--- src/idp_pkg.sv ---
// Shared types, constants and unit tables for the ISO 8601 duration parser.
// Used by idp_front, idp_back and the top level; depends on nothing.
`default_nettype none
package idp_pkg;

  localparam int FRAC_DIGITS = 16;
  localparam int SEC_DIGITS  = 7;    // fraction digits that stay whole 100 ns units
  localparam int FD_N        = (FRAC_DIGITS > SEC_DIGITS) ? FRAC_DIGITS : SEC_DIGITS;
  localparam int FD_AW       = $clog2(FD_N);
  localparam int MULT_W      = 49;   // widest unit multiplier (one year)
  localparam int SEC_W       = 25;   // widest unit in seconds (one year)
  localparam int NUM_W       = SEC_W + 4;
  localparam int FS_W        = 50;   // product of the leading fraction digits
  localparam int N_UNITS     = 7;
  localparam int HOUR_POS    = 4;
  localparam int MUL_CNT_W   = $clog2(MULT_W);
  localparam int QDEPTH      = 4;
  localparam int QAW         = $clog2(QDEPTH);

  // floor(x / 10) = (x * RECIP10) >> 35 for any 32-bit x
  localparam logic [31:0] RECIP10 = 32'hCCCCCCCD;

  localparam logic [1:0] PH_EXPECT_P = 2'd0;
  localparam logic [1:0] PH_START    = 2'd1;
  localparam logic [1:0] PH_VALUE    = 2'd2;
  localparam logic [1:0] PH_ERROR    = 2'd3;

  localparam logic [1:0] ERR_NONE   = 2'd0;
  localparam logic [1:0] ERR_SYNTAX = 2'd1;
  localparam logic [1:0] ERR_RANGE  = 2'd2;

  localparam logic [7:0] CH_P     = 8'h50;
  localparam logic [7:0] CH_T     = 8'h54;
  localparam logic [7:0] CH_DOT   = 8'h2e;
  localparam logic [7:0] CH_COMMA = 8'h2c;
  localparam logic [7:0] CH_ZERO  = 8'h30;
  localparam logic [7:0] CH_NINE  = 8'h39;

  typedef enum logic [2:0] {
    CLS_DIGIT,
    CLS_POINT,
    CLS_T,
    CLS_P,
    CLS_OTHER
  } ch_class_t;

  typedef struct packed {
    ch_class_t            cls;
    logic [3:0]           digit;
    logic [N_UNITS-1:0]   unit_hit;
    logic                 last;
  } q_entry_t;

  typedef enum logic [2:0] {
    S_IDLE,
    S_MUL,
    S_FRAC,
    S_SUM,
    S_ACC,
    S_EMIT
  } back_state_t;

  function automatic logic [7:0] unit_char(input logic [2:0] idx);
    logic [7:0] c;
    unique case (idx)
      3'd0:    c = 8'h59;  // Y
      3'd1:    c = 8'h4d;  // M, month
      3'd2:    c = 8'h57;  // W
      3'd3:    c = 8'h44;  // D
      3'd4:    c = 8'h48;  // H
      3'd5:    c = 8'h4d;  // M, minute
      3'd6:    c = 8'h53;  // S
      default: c = 8'h00;
    endcase
    return c;
  endfunction

  // 100 ns units per component
  function automatic logic [MULT_W-1:0] unit_mult(input logic [2:0] idx);
    logic [MULT_W-1:0] m;
    unique case (idx)
      3'd0:    m = MULT_W'(64'd315360000000000);
      3'd1:    m = MULT_W'(64'd26784000000000);
      3'd2:    m = MULT_W'(64'd6048000000000);
      3'd3:    m = MULT_W'(64'd864000000000);
      3'd4:    m = MULT_W'(64'd36000000000);
      3'd5:    m = MULT_W'(64'd600000000);
      3'd6:    m = MULT_W'(64'd10000000);
      default: m = '0;
    endcase
    return m;
  endfunction

  // seconds per component
  function automatic logic [SEC_W-1:0] unit_secs(input logic [2:0] idx);
    logic [SEC_W-1:0] s;
    unique case (idx)
      3'd0:    s = SEC_W'(32'd31536000);
      3'd1:    s = SEC_W'(32'd2678400);
      3'd2:    s = SEC_W'(32'd604800);
      3'd3:    s = SEC_W'(32'd86400);
      3'd4:    s = SEC_W'(32'd3600);
      3'd5:    s = SEC_W'(32'd60);
      3'd6:    s = SEC_W'(32'd1);
      default: s = '0;
    endcase
    return s;
  endfunction

endpackage
`default_nettype wire

--- src/idp_front.sv ---
// Front end: accepts characters, classifies them and queues them for the back end.
// Depends on idp_pkg.
`default_nettype none
module idp_front (
  input  wire logic              clk,
  input  wire logic              rst,
  input  wire logic              in_valid,
  output logic                   in_ready,
  input  wire logic [7:0]        ch,
  input  wire logic              last,
  output logic                   q_valid,
  output idp_pkg::q_entry_t      q_data,
  input  wire logic              q_pop
);
  import idp_pkg::*;

  q_entry_t       mem [QDEPTH];
  logic [QAW-1:0] wr_ptr;
  logic [QAW-1:0] rd_ptr;
  logic [QAW:0]   cnt;
  q_entry_t       cls_entry;
  logic           push;

  always_comb begin
    cls_entry = '0;
    cls_entry.last  = last;
    cls_entry.digit = 4'(ch - CH_ZERO);
    if (ch >= CH_ZERO && ch <= CH_NINE) cls_entry.cls = CLS_DIGIT;
    else if (ch == CH_DOT || ch == CH_COMMA) cls_entry.cls = CLS_POINT;
    else if (ch == CH_T) cls_entry.cls = CLS_T;
    else if (ch == CH_P) cls_entry.cls = CLS_P;
    else cls_entry.cls = CLS_OTHER;
    for (int i = 0; i < N_UNITS; i++) begin
      cls_entry.unit_hit[i] = (ch == unit_char(3'(i)));
    end
  end

  assign in_ready = (cnt != (QAW+1)'(QDEPTH));
  assign push     = in_valid && in_ready;
  assign q_valid  = (cnt != '0);
  assign q_data   = mem[rd_ptr];

  always_ff @(posedge clk) begin
    if (push) mem[wr_ptr] <= cls_entry;
  end

  always_ff @(posedge clk) begin
    if (rst) begin
      wr_ptr <= '0;
      rd_ptr <= '0;
      cnt    <= '0;
    end else begin
      if (push) wr_ptr <= wr_ptr + 1'b1;
      if (q_pop) rd_ptr <= rd_ptr + 1'b1;
      cnt <= cnt + (QAW+1)'(push) - (QAW+1)'(q_pop);
    end
  end

`ifndef SYNTHESIS
  a_no_pop_empty: assert property (@(posedge clk) disable iff (rst) q_pop |-> q_valid)
    else $error("pop from empty queue");
  a_cnt_range: assert property (@(posedge clk) disable iff (rst) cnt <= (QAW+1)'(QDEPTH))
    else $error("queue count out of range");
  a_cnt_step: assert property (@(posedge clk) disable iff (rst)
    push && !q_pop |=> cnt == $past(cnt) + 1'b1)
    else $error("queue count did not advance on push");
`endif

endmodule
`default_nettype wire

--- config.mk ---
export PLATFORM = sky130hd
export DESIGN_NAME = idp_front
export DESIGN_NICKNAME = d
export VERILOG_FILES = /design/src/idp_pkg.sv /design/src/idp_front.sv
export SDC_FILE = /design/constraint.sdc
export NUM_CORES = 1
export LEC_CHECK = 0
export ABC_AREA = 1
export BUFFER_PORTS_ARGS = -buffer_cell sky130_fd_sc_hd__buf_2
export CORE_AREA = 2 2 70 78
export CTS_CLUSTER_SIZE = 16
export DETAILED_ROUTE_END_ITERATION = 12
export DIE_AREA = 0 0 72 80
export PLACE_DENSITY = 0.76
export SLEW_MARGIN = 5
export SYNTH_ARGS = -nofsm -noshare
export SYNTH_HDL_FRONTEND = slang
export SYNTH_SLANG_ARGS = --single-unit
--- constraint.sdc ---
create_clock -name clk -period 2.3 [get_ports clk]
set_input_delay 0 -clock clk [delete_from_list [all_inputs] [get_ports clk]]
set_output_delay 0 -clock clk [all_outputs]
set_load 0.02 [all_outputs]
Yosys cells after proc, flatten, opt, wreduce, memory -nomap -nowiden. Memory sizes are Yosys's and may differ from the RTL's. A register that Yosys moved wholly into a read port is not among the register bits. Cells that the tools add are included.

Output and inout bits: 17. Word-level logic and storage cells: 34. Memory bits (writable): 60. Memories kept: 1. Bits in registers: 7.

Muxes and demuxes: 8. Reductions and logical operators: 4. Equality and inequality tests: 11. Add/sub/neg operators: 5. $lt $le $gt $ge: 2.

Memory list: mem (words 4, width 15, read ports 1, clocked after memory_dff 1, wr ports 1, RTL line idp_front.sv:17) `q_entry_t mem [QDEPTH];`.

Operators by type and width (number): equality test 8 x 7 -> 1 bit, second input constant (8); equality test 8 x 6 -> 1 bit, second input constant (2); 2-to-1 mux 3 bit (4); greater-or-equal comparator 8 x 6 -> 1 bit, second input constant (1); <= comparator 8 x 6 -> 1 bit, second input constant (1); adder 2 x 1 -> 2 bit, second input constant (2); 2-to-1 mux 2 bit (2); subtractor 4 x 1 -> 4 bit, second input constant (1); adder 3 x 1 -> 3 bit (1); inequality test 3 bit, second input constant (1); nonzero test 3 bit (1); subtractor 3 x 1 -> 3 bit (1); logical AND 1 bit (2); 2-to-1 mux 1 bit (2); logical OR 1 bit (1).

Depth between registers and ports, before layout.
Word-level depth: 5. Mapped depth: 10. Mapped depth without buffers: 10.

Worst setup path after synthesis. OpenSTA, ideal clock, no wires.

Path type: reg2reg. Start point: register cnt[1]. End point: register cnt[2]. Cell stages (with the launch flop): 10. Path buffers: 0. Library setup time: 0.115 ns. Period minus slack after synthesis: 1.918 ns. Arrival: 1.803 ns. Setup slack: 0.382 ns. Path through: dfxtp_1 -> nor2_1 -> nand2_1 -> nand2_1 -> ha_1 -> inv_1 -> ha_1 -> fa_1 -> a21oi_1 -> nor2_1.

Cells in the longest elaborated chain, start to end: 4.

Ends and longest elaborated chain: start, declared (RTL line idp_front.sv:20) `logic [QAW:0] cnt;`; start signal, assigned (RTL line idp_front.sv:55) `cnt <= cnt + (QAW+1)'(push) - (QAW+1)'(q_pop);`; inequality test 3 bit (RTL line idp_front.sv:38) `assign in_ready = (cnt != (QAW+1)'(QDEPTH));`; named net in_ready (RTL line idp_front.sv:8) `output logic in_ready,`; logical AND 1 bit (RTL line idp_front.sv:39) `assign push = in_valid && in_ready;`; adder 3 x 1 -> 3 bit (RTL line idp_front.sv:55); subtractor 3 x 1 -> 3 bit (RTL line idp_front.sv:55).

The timed path passes the listed nets, and every way through them passes these cells. A chain may end at the register's enable or synchronous reset.

Worst setup path after layout.
Start point: register cnt[1]. End point: register cnt[1].

Cells in the longest elaborated chain, start to end: 4.

Ends and longest elaborated chain (RTL line): inequality test 3 bit (idp_front.sv:38); logical AND 1 bit (idp_front.sv:39); adder 3 x 1 -> 3 bit (*) (idp_front.sv:55); subtractor 3 x 1 -> 3 bit (*) (idp_front.sv:55).

Every way passes the cells marked *; elsewhere a longest branch is shown, timed or not.

==> flow_metrics.py <==
metrics = {
    "synthesis": {
        "yosys_warnings": 0,
        "yosysTopAreaCell": "edfxtp_1",
        "ys_seq_elements": 65,
        "synth_compound_area_frac": 0.0979,
        "synthMuxAreaShare": 0,
        "mappedNetlistNets": 261,
        "synth_top_area_share": 0.615,
        "avgSynthCellArea_sq_um": 11.4,
        "synth_xor_area_frac": 0,
        "yosys.area_share.simple": 0.122,
        "synthAdderAreaFrac": 0.0348,
        "synthTopCellsByArea": "edfxtp_1 (61%), dfxtp_1 (6.6%), nor2_1 (6.3%)",
        "synth.distinct_cells": 19,
        "syn_area_sq_um": 2740,
        "synth_cells": 241,
        "yosysSeqAreaShare": 0.680,
        "synth_top_family_by_area": "simple AND/OR/NAND/NOR gates",
    },
    "outcome": {
        "status": "finished clean",
    },
    "floorplan": {
        "die_x_um": 72,
        "core_area_sq_um": 4970,
        "die_h_um": 80,
        "num_io_pins": 30,
        "fp.dieArea_sq_um": 5760,
        "row_count": 27,
        "initial_core_util": 0.551,
    },
    "sta": {
        "slew_headroom": 0.629,
        "setup_violations": 0,
        "tns_ns": 0,
        "timing.final.crit_share": 0.820,
        "fmax_ghz": 0.530,
        "drv_slew": 0,
        "finalHoldViolCount": 0,
        "final.min_clock_period_ns": 1.89,
        "worstMarginPinSlew_ns": 0.555,
        "hold_ws_ns": 0.215,
        "grt_setup_unrepaired": "no",
        "clock_skew_ns": 0.00659,
        "timing.final.ws_setup_ns": 0.414,
    },
    "critical_path": {
        "r2r_setup_slack_ns": 0.41,
        "crit_path_top_delay_cell": "fa_1",
        "ff2ff_path_depth": 9,
        "worst_ep_required_time_ns": 2.57,
        "cp.arrival_ns": 2.16,
        "critPathCapture": "cnt[1]$_SDFF_PP0_",
        "timing.critical_path.buf_inv": 2,
        "cp_num_cells": 9,
        "crit_fanout": 6,
        "cp-start-kind": "register",
        "endpoint_kind": "register",
        "worstSetupStartpoint": "cnt[1]$_SDFF_PP0_",
        "r2r_end": "cnt[1]$_SDFF_PP0_",
        "crit_type": "register to register",
        "cp_top_family": "adder cells",
        "reg2reg_from": "cnt[1]$_SDFF_PP0_",
        "cp_slowest_stage_delay_ns": 0.48,
        "worstPathCellList": "nor2_1 > nand2_1 > nand2_1 > ha_1 > inv_1 > ha_1 > fa_1 > inv_1 > nor2_1",
    },
    "cells_and_area": {
        "seq_area_sq_um": 1860,
        "layout.nets": 307,
        "multi_input_area_sq_um": 696,
        "areaGrowthSynthToFinish_pct": 16.1,
        "antenna_cells": 0,
        "drive_gt1_frac": 0.171,
        "design_area_sq_um": 3180,
        "fin_util": 0.640,
        "fin_cells": 350,
        "n_fill_cell": 368,
    },
    "detailed_routing": {
        "drt_wl_total_um": 4870,
        "postRouteAntennaNets": 0,
        "drt_iter0_drc": 96,
        "drc": 0,
        "viasPerCell": 5.25,
        "vias": 1837,
        "dr.pass1.iters": 4,
        "wl_per_cell_um": 13.9,
    },
    "place": {
        "hpwl_um": 3120,
        "gp_congestion": 0.844,
        "numPortBuffers": 29,
        "post-place-ws_ns": 0.417,
        "placedCellCount": 326,
        "dpl_cell_area_sq_um": 2920,
    },
    "clock_network": {
        "clkSinkCount": 65,
        "insertion_delay_ns": 0.34,
        "cts_tree": "built",
        "cts_made_buffers": 9,
        "clk_pin_slew_ns": 0.07,
        "post_cts_buffers": 0,
        "htreeDepth": 3,
        "clockRootBuffer": "clkbuf_8",
        "clk_path_buf_depth": 2,
    },
    "power": {
        "vdd_drop_max_v": 0.000501,
        "power_density_nw_per_um2": 913,
        "power_mw": 2.90,
        "p_leak_nw": 1.28,
    },
    "global_route": {
        "grt_pass1_vias": 1638,
        "gr-usage-all-layers": 0.187,
        "grt_max_degree": 29,
        "antenna_found_initial": 0,
        "grt-ovfl-total": 0,
        "grt_pass1_wl_um": 7650,
    },
    "job": {
        "cap_violations": 0,
    },
    "min_path": {
        "hold_class": "input pin to register",
    },
}
## synth_stat cells
library cell / n
nand2_1: 26
nand4_1: 2
a21oi_1: 4
buf_12: 1
edfxtp_1: 56
inv_1: 25
buf_6: 2
nor3_1: 7
o21ai_1: 6
buf_4: 4
o21ai_0: 26
nor2_1: 46
nand3_1: 3
o22ai_1: 14
dfxtp_1: 9
inv_2: 2
fa_1: 1
clkbuf_2: 1
ha_1: 6
## per-layer routing
| metal | wire length [um] | track usage |
|---|---|---|
| met4 | 108 | 0.102 |
| met5 | 0 | 0 |
| met3 | 247 | 0.0593 |
| met2 | 2280 | 0.291 |
| met1 | 2240 | 0.231 |
## power breakdown
part           switching (mW)  internal, mW  total (mW)
logic                   0.381         0.195       0.577
registers              0.0532          1.42        1.48
clock network           0.397         0.452       0.849
total                   0.832          2.07        2.90
## tightest hold or removal path, cell delays in order
cell and delay [ns]:
buf_2 0.12, nand4_1 0.15, nor3_1 0.11
## state kept, by name, indices dropped and copies added, names as in the netlist, named ones only
register,flops
wr_ptr,2
mem,56
cnt,3
rd_ptr,2
## worst min-delay path by stage
| stage | from | end | depth (start not counted) |
|---|---|---|---|
| finish | ch[6] | mem[0][6]$_DFFE_PP_ | 3 |
| global route | ch[5] | mem[0][12]$_DFFE_PP_ | 3 |
| CTS | ch[6] | mem[3][6]$_DFFE_PP_ | 3 |
| detailed placement | rst | cnt[0]$_SDFF_PP0_ | 2 |
| global placement | rst | cnt[1]$_SDFF_PP0_ | 2 |
| floorplan | rst | cnt[0]$_SDFF_PP0_ | 1 |
## cells in the final DEF (no fill, tap or decap), drive strengths merged
| cell | count |
|---|---|
| buf | 35 |
| dlygate4sd3 | 8 |
| o21ai | 32 |
| edfxtp | 56 |
| nand4 | 2 |
| nor2 | 46 |
| fa | 1 |
| clkbuf | 13 |
| nand2 | 26 |
| clkinv | 3 |
| a21oi | 4 |
| inv | 27 |
| ha | 6 |
| dfxtp | 9 |
| o22ai | 14 |
| nand3 | 3 |
| nor3 | 7 |
## repair_timing
item | 4_1_cts | 5_1_grt
gates resized for setup | 0 | 0
endpoints found under the hold margin | 27 | 0
hold buffers | 8 | 0
## final cells by class
| type | instances | share of cell area |
|---|---|---|
| inverter | 27 | 0.0319 |
| clock buffer | 13 | 0.0504 |
| multi-input combinational | 141 | 0.219 |
| clock inverter | 3 | 0.00473 |
| timing repair buffer | 43 | 0.0851 |
| sequential | 65 | 0.586 |
| tap | 58 | 0.0228 |
## logic make-up after synthesis
logic type | Yosys count
compound gates | 50
fa+ha+maj | 7
buf+inv | 35
flops | 65
simple gates | 84
Note: power is estimated with default switching activity, not from simulation.
